**src/design/acocd_pkg.sv**
```systemverilog
`default_nettype none

package acocd_pkg;

	localparam int KEY_W = 64;
	localparam int LEN_W = 17;
	localparam int AGE_W = 32;
	localparam int SLOT_W = 4;

	localparam logic [AGE_W-1:0] AGE_MAX = '1;

	localparam logic FUNC_LOOKUP = 1'b0;
	localparam logic FUNC_INSERT = 1'b1;

	// search record handed from cell to cell
	typedef struct packed {
		logic             func;
		logic [KEY_W-1:0] key;
		logic [LEN_W-1:0] len;
		logic             found;
		logic [LEN_W-1:0] hit_len;
		logic             free_found;
		logic [AGE_W-1:0] best_age;
	} rec_t;

	// update broadcast to every cell; act is set when a hit or an insert commits
	typedef struct packed {
		logic             act;
		logic             wr;
		logic [KEY_W-1:0] key;
		logic [LEN_W-1:0] len;
	} upd_t;

	typedef enum logic [1:0] {
		ST_IDLE,
		ST_SCAN,
		ST_COMMIT
	} state_t;

endpackage

`default_nettype wire

```
**src/design/acocd_cell.sv**
```systemverilog
`default_nettype none

module acocd_cell #(
	parameter int IDX_W = 4,
	parameter int IDX   = 0
) (
	input  wire                  clk,
	input  wire                  arst_n,
	input  wire                  vld_in,
	input  acocd_pkg::rec_t      rec_in,
	input  wire [IDX_W-1:0]      hit_idx_in,
	input  wire [IDX_W-1:0]      free_idx_in,
	input  wire [IDX_W-1:0]      best_idx_in,
	output logic                 vld_out,
	output acocd_pkg::rec_t      rec_out,
	output logic [IDX_W-1:0]     hit_idx_out,
	output logic [IDX_W-1:0]     free_idx_out,
	output logic [IDX_W-1:0]     best_idx_out,
	input  acocd_pkg::upd_t      upd,
	input  wire [IDX_W-1:0]      upd_idx
);

	localparam logic [IDX_W-1:0] MY_IDX = IDX_W'(IDX);

	logic                        valid_q;
	logic [acocd_pkg::KEY_W-1:0] key_q;
	logic [acocd_pkg::LEN_W-1:0] len_q;
	logic [acocd_pkg::AGE_W-1:0] age_q;

	acocd_pkg::rec_t  rec_nxt;
	logic [IDX_W-1:0] hit_idx_nxt;
	logic [IDX_W-1:0] free_idx_nxt;
	logic [IDX_W-1:0] best_idx_nxt;
	logic             tgt;

	always_comb begin
		rec_nxt      = rec_in;
		hit_idx_nxt  = hit_idx_in;
		free_idx_nxt = free_idx_in;
		best_idx_nxt = best_idx_in;
		// keep the first match and the first free slot
		if (!rec_in.found && valid_q && key_q == rec_in.key) begin
			rec_nxt.found   = 1'b1;
			rec_nxt.hit_len = len_q;
			hit_idx_nxt     = MY_IDX;
		end
		if (!rec_in.free_found && !valid_q) begin
			rec_nxt.free_found = 1'b1;
			free_idx_nxt       = MY_IDX;
		end
		// strict compare: ties stay with the earlier slot
		if (age_q > rec_in.best_age) begin
			rec_nxt.best_age = age_q;
			best_idx_nxt     = MY_IDX;
		end
	end

	assign tgt = (upd_idx == MY_IDX);

	always_ff @(posedge clk or negedge arst_n) begin
		if (!arst_n) begin
			vld_out <= 1'b0;
		end else begin
			vld_out <= vld_in;
		end
	end

	// hold the record once the item has passed, so the tail can be read later
	always_ff @(posedge clk) begin
		if (vld_in) begin
			rec_out      <= rec_nxt;
			hit_idx_out  <= hit_idx_nxt;
			free_idx_out <= free_idx_nxt;
			best_idx_out <= best_idx_nxt;
		end
	end

	always_ff @(posedge clk or negedge arst_n) begin
		if (!arst_n) begin
			valid_q <= 1'b0;
			age_q   <= '0;
		end else if (upd.act) begin
			if (tgt && upd.wr) begin
				valid_q <= 1'b1;
			end
			if (tgt) begin
				age_q <= acocd_pkg::AGE_W'(1);
			end else if (age_q != acocd_pkg::AGE_MAX) begin
				age_q <= age_q + acocd_pkg::AGE_W'(1);
			end
		end
	end

	always_ff @(posedge clk) begin
		if (upd.act && upd.wr && tgt) begin
			key_q <= upd.key;
			len_q <= upd.len;
		end
	end

endmodule

`default_nettype wire

```
**src/design/age_counter_object_cache_directory.sv**
```systemverilog
`default_nettype none

// Directory of a small fully associative object cache with age-counter
// replacement. A request carries func (lookup or insert), a 64-bit key and an
// object length; every request gives exactly one response. The slots sit in a
// row of cells and a search record steps through one cell per cycle. Once the
// record has passed the chain of cells, the outcome is settled in a commit
// state. The age and slot update of a hit or an insert commits on the edge
// that loads the response. One request is in the directory at a time. A new
// request is taken as soon as the previous one has committed, even while its
// response still waits. A response held by rsp_stall blocks the commit of the
// request behind it.
module age_counter_object_cache_directory #(
	parameter int SLOTS   = 10,
	parameter int MAX_LEN = 102400
) (
	input  wire                            clk,
	input  wire                            arst_n,
	input  wire                            req_valid,
	output logic                           req_stall,
	input  wire                            func,
	input  wire [acocd_pkg::KEY_W-1:0]     key,
	input  wire [acocd_pkg::LEN_W-1:0]     object_len,
	output logic                           rsp_valid,
	input  wire                            rsp_stall,
	output logic                           hit,
	output logic [acocd_pkg::SLOT_W-1:0]   slot,
	output logic [acocd_pkg::LEN_W-1:0]    stored_len,
	output logic                           evicted
);

	localparam int IDX_W = $clog2(SLOTS);

	acocd_pkg::state_t state_q, state_nxt;

	logic             chain_vld  [SLOTS+1];
	acocd_pkg::rec_t  chain_rec  [SLOTS+1];
	logic [IDX_W-1:0] chain_hit  [SLOTS+1];
	logic [IDX_W-1:0] chain_free [SLOTS+1];
	logic [IDX_W-1:0] chain_best [SLOTS+1];

	acocd_pkg::upd_t  upd;
	logic [IDX_W-1:0] upd_idx;

	logic accept;
	logic commit;
	logic oversized;
	logic rsp_hit, rsp_evicted;
	logic [IDX_W-1:0] rsp_idx;
	logic [acocd_pkg::LEN_W-1:0] rsp_len;

	acocd_pkg::rec_t tail;

	assign accept    = req_valid && !req_stall;
	assign req_stall = (state_q != acocd_pkg::ST_IDLE);

	assign chain_vld[0]  = accept;
	assign chain_hit[0]  = '0;
	assign chain_free[0] = '0;
	assign chain_best[0] = '0;
	always_comb begin
		chain_rec[0]            = '0;
		chain_rec[0].func       = func;
		chain_rec[0].key        = key;
		chain_rec[0].len        = object_len;
	end

	for (genvar i = 0; i < SLOTS; i++) begin : g_cell
		acocd_cell #(
			.IDX_W(IDX_W),
			.IDX  (i)
		) u_cell (
			.clk         (clk),
			.arst_n      (arst_n),
			.vld_in      (chain_vld[i]),
			.rec_in      (chain_rec[i]),
			.hit_idx_in  (chain_hit[i]),
			.free_idx_in (chain_free[i]),
			.best_idx_in (chain_best[i]),
			.vld_out     (chain_vld[i+1]),
			.rec_out     (chain_rec[i+1]),
			.hit_idx_out (chain_hit[i+1]),
			.free_idx_out(chain_free[i+1]),
			.best_idx_out(chain_best[i+1]),
			.upd         (upd),
			.upd_idx     (upd_idx)
		);
	end

	assign tail = chain_rec[SLOTS];

	assign oversized = (32'(tail.len) > 32'(MAX_LEN));
	assign commit    = (state_q == acocd_pkg::ST_COMMIT) && (!rsp_valid || !rsp_stall);

	// decide the outcome from the finished search record
	always_comb begin
		rsp_hit     = 1'b0;
		rsp_evicted = 1'b0;
		rsp_idx     = '0;
		rsp_len     = '0;
		upd         = '0;
		upd.key     = tail.key;
		upd.len     = tail.len;
		if (tail.func == acocd_pkg::FUNC_LOOKUP) begin
			if (tail.found) begin
				rsp_hit = 1'b1;
				rsp_idx = chain_hit[SLOTS];
				rsp_len = tail.hit_len;
				upd.act = commit;
			end
		end else if (!oversized) begin
			rsp_evicted = !tail.free_found;
			rsp_idx     = tail.free_found ? chain_free[SLOTS] : chain_best[SLOTS];
			rsp_len     = tail.len;
			upd.act     = commit;
			upd.wr      = 1'b1;
		end
		upd_idx = rsp_idx;
	end

	always_ff @(posedge clk or negedge arst_n) begin
		if (!arst_n) begin
			state_q <= acocd_pkg::ST_IDLE;
		end else begin
			state_q <= state_nxt;
		end
	end

	always_comb begin
		state_nxt = state_q;
		unique case (state_q)
			acocd_pkg::ST_IDLE: begin
				if (accept) state_nxt = acocd_pkg::ST_SCAN;
			end
			acocd_pkg::ST_SCAN: begin
				if (chain_vld[SLOTS]) state_nxt = acocd_pkg::ST_COMMIT;
			end
			acocd_pkg::ST_COMMIT: begin
				if (commit) state_nxt = acocd_pkg::ST_IDLE;
			end
			default: state_nxt = acocd_pkg::ST_IDLE;
		endcase
	end

	always_ff @(posedge clk or negedge arst_n) begin
		if (!arst_n) begin
			rsp_valid <= 1'b0;
		end else if (commit) begin
			rsp_valid <= 1'b1;
		end else if (!rsp_stall) begin
			rsp_valid <= 1'b0;
		end
	end

	always_ff @(posedge clk) begin
		if (commit) begin
			hit        <= rsp_hit;
			slot       <= acocd_pkg::SLOT_W'(rsp_idx);
			stored_len <= rsp_len;
			evicted    <= rsp_evicted;
		end
	end

endmodule

`default_nettype wire

```
**config.mk**
```make
export PLATFORM = sky130hd
export DESIGN_NAME = age_counter_object_cache_directory
export DESIGN_NICKNAME = d
export VERILOG_FILES = /design/src/design/acocd_pkg.sv /design/src/design/acocd_cell.sv /design/src/design/age_counter_object_cache_directory.sv
export SDC_FILE = /design/constraint.sdc
export NUM_CORES = 2
export LEC_CHECK = 0
export BUFFER_PORTS_ARGS = -buffer_cell sky130_fd_sc_hd__buf_2
export CORE_MARGIN = 4
export CORE_UTILIZATION = 25
export DETAILED_ROUTE_END_ITERATION = 7
export PLACE_DENSITY = 0.42
export SLEW_MARGIN = 10
export SYNTH_ARGS = -nofsm -noshare
export SYNTH_HDL_FRONTEND = slang
export SYNTH_SLANG_ARGS = --single-unit
```
**constraint.sdc**
```tcl
create_clock -name clk -period 8.66 [get_ports clk]
set_input_delay 0.866 -clock clk [delete_from_list [all_inputs] [get_ports clk]]
set_output_delay 0.866 -clock clk [all_outputs]
set_load 0.02 [all_outputs]
```
==> impl_metrics.env <==
export IMPL_status="complete, no violations"
export IMPL_power_density_nw_per_um2=254
export IMPL_cp_max_fo=59
export IMPL_arrival_ps=5210
export IMPL_clk_latency_ps=920
export IMPL_pin_count=111
export IMPL_final_setup_skew_ps=115
export IMPL_rsz0062_at_grt="false"
export IMPL_nets=7769
export IMPL_syn2layout_area_growth_pct=16.7
export IMPL_hold_path_class="in2reg"
export IMPL_drv_cap=0
export IMPL_syn_num_nets=7422
export IMPL_core_region_area_um2=421000
export IMPL_avgSynthCellArea_um2=15.0
export IMPL_hold_slack_ps=137
export IMPL_finalHoldViolCount=0
export IMPL_fin_crit_sh=0.547
export IMPL_synth_edf_count=2206
export IMPL_total_power_mw=31.4
export IMPL_yosysSeqAreaShare=0.708
export IMPL_dr_pass1_iters=6
export IMPL_row_count=238
export IMPL_track_usage=0.140
export IMPL_syn_area_um2=106000
export IMPL_wl_per_cell_um=23.5
export IMPL_clock_sinks=2549
export IMPL_synth_cells=7037
export IMPL_antenna_found_initial=44
export IMPL_ys_types=86
export IMPL_synth_main_ff_cell="edfxtp_1"
export IMPL_numCtsBuffers=300
export IMPL_ys_warn_count=0
export IMPL_initialDrtViolationCount=5411
export IMPL_gp_congestion=0.851
export IMPL_synthArstFlopShare=0.135
export IMPL_dp_hpwl_mm=227
export IMPL_r2r_end="g_cell[7].u_cell.key_q[38]$_DFFE_PP_"
export IMPL_mostFrequentLayoutCells="edfxtp_1 (2206), inv_1 (523), mux2_2 (378), nand2_1 (338), dfrtp_1 (334)"
export IMPL_drive_above_1_share=0.149
export IMPL_h_tree_depth=5
export IMPL_synth_seq_cells=2549
export IMPL_worstMarginPinSlew_ps=1260
export IMPL_grt_pass1_vias=60300
export IMPL_end_kind="flip-flop"
export IMPL_cts_root_buffer="clkbuf_16"
export IMPL_post_route_util=0.293
export IMPL_vdd_ir_drop_max_mv=0.162
export IMPL_drc_errors=0
export IMPL_totalWireLength_mm=313
export IMPL_min_to="g_cell[0].u_cell.rec_out[91]$_DFFE_PP_"
export IMPL_die_h_um=658
export IMPL_p_leak_nw=43.0
export IMPL_clock_path_buffers=4
export IMPL_ant_nets=0
export IMPL_slew_viol_final=0
export IMPL_vias_per_cell=4.58
export IMPL_start_kind="flip-flop"
export IMPL_overflow=0
export IMPL_max_freq_ghz=0.211
export IMPL_min_period_ps=4740
export IMPL_stdcell_count=13300
export IMPL_setup_tns_ps=0
export IMPL_rrSetupSlack_ps=3920
export IMPL_die_area_um2=433000
export IMPL_setup_viol=0
export IMPL_slew_headroom=0.157
export IMPL_vias=60800
export IMPL_cts_tree="yes"
export IMPL_r2r_start="g_cell[9].u_cell.rec_out[62]$_DFFE_PP_"
export IMPL_critPathKind="reg2reg"
export IMPL_worstHoldPathCells=1
export IMPL_worstHoldStart="key[23]"
export IMPL_cp_required_ps=9130
export IMPL_layout_commonest_cell="edfxtp_1"
export IMPL_start_util=0.251
export IMPL_port_buffers=110
export IMPL_grt_start_max_net_pins=133
export IMPL_clk_pin_slew_ps=60
export IMPL_dp_cells=12700
export IMPL_die_w_um=658
export IMPL_grt_pass1_wl_mm=449
export IMPL_reg2regPathDepth=9
-- sequential cells by signal, summed over array words and instances (netlist names), 17 cells and up --
signal                      flops
g_cell.u_cell.rec_out        1298
g_cell.u_cell.best_idx_out     25
g_cell.u_cell.hit_idx_out      25
g_cell.u_cell.free_idx_out     25
stored_len                     17
g_cell.u_cell.key_q           640
g_cell.u_cell.len_q           170
g_cell.u_cell.age_q           320
-- worst max path at each step --
stage                                                       from                                      to  slack [ps]  cells after the start
after global placement    g_cell[9].u_cell.rec_out[62]$_DFFE_PP_  g_cell[1].u_cell.age_q[21]$_DFFE_PN0P_        3700                      9
after detailed placement  g_cell[9].u_cell.rec_out[62]$_DFFE_PP_  g_cell[1].u_cell.age_q[21]$_DFFE_PN0P_        3730                      9
final                     g_cell[9].u_cell.rec_out[62]$_DFFE_PP_    g_cell[7].u_cell.key_q[38]$_DFFE_PP_        3920                      9
after CTS                 g_cell[9].u_cell.rec_out[62]$_DFFE_PP_  g_cell[1].u_cell.age_q[21]$_DFFE_PN0P_        3680                      9
after global routing      g_cell[9].u_cell.rec_out[64]$_DFFE_PP_    g_cell[7].u_cell.key_q[54]$_DFFE_PP_        3610                      8
after floorplan                                        req_valid      g_cell[0].u_cell.vld_out$_DFF_PN0_        1540                      2
-- power breakdown --
group,internal (mW),leakage (nW),switching (mW),total (mW)
clock,7.15,4.65,5.21,12.4
combinational,0.896,13.7,1.86,2.75
sequential,15.0,24.6,1.22,16.3
-- routing by layer --
layer	track usage	up-vias	routed length, um	part of all wire
met3	0.0158	422	14000	0.045
met5	0	-	13	0.000042
met2	0.220	1639	141000	0.45
li1	-	27800	-	-
met1	0.205	31000	149000	0.48
met4	0.0376	2	8560	0.027
-- worst max-delay path, stage by stage, from the launching register on --
cell and delay (ps):
edfxtp_1 360, buf_4 200, nor4_1 530, and4_1 540, o2111ai_1 240, and2_1 300
nor3_2 200, buf_4 370, nor2b_4 760, buf_4 730
-- synthesized netlist by cell type, types with 149 or more instances --
library cell,number,share of area
xnor2_1,220,0.018
nand4_1,231,0.014
dfrtp_1,343,0.081
a21oi_1,154,0.0073
nand2_1,338,0.012
mux2_2,378,0.040
ha_1,299,0.035
inv_1,524,0.019
clkbuf_1,149,0.0053
o21ai_0,173,0.0082
edfxtp_1,2206,0.63
nand3_1,318,0.015
xor2_1,235,0.019
o31ai_1,169,0.012
-- timing repair --
| action | in CTS | in global routing |
|---|---|---|
| resized for setup | 0 | 0 |
| hold buffers | 1 | 0 |
| endpoints found under the hold margin | 63 | 0 |
| setup buffers | 0 | 0 |
-- cell families (layout without fill, tap and decap cells) --
kind of cell / Yosys count / after routing / share of synthesized area
AND/OR/NAND/NOR: 1611 / 1611 / 0.0822
adder cells (fa/ha/maj): 299 / 299 / 0.0354
other: 0 / 14 / 0
flip-flops: 2549 / 2549 / 0.708
multiplexers: 411 / 411 / 0.0438
AO/OA/AOI/OAI: 1005 / 1005 / 0.0673
buffers and inverters: 707 / 1300 / 0.0256
XOR/XNOR: 455 / 455 / 0.0377
-- per-stage QoR --
step / worst slack [ps] / area, um2
6_report: 3920 / 123000
5_1_grt: 3610 / 123000
4_1_cts: 3680 / 123000
3_5_place_dp: 3730 / 114000
3_3_place_gp: 3700 / 114000
2_1_floorplan: 1540 / 106000
-- cell type report --
class | instances | area (um2)
antenna | 14 | 35.0
clock buffer | 383 | 8080
clock inverter | 165 | 1520
fill | 41900 | 297000
inverter | 525 | 1970
multi-input combinational | 3781 | 28400
sequential | 2549 | 74900
tap | 5640 | 7060
timing repair buffer | 227 | 1480
Power figures use the tool's default switching activity.
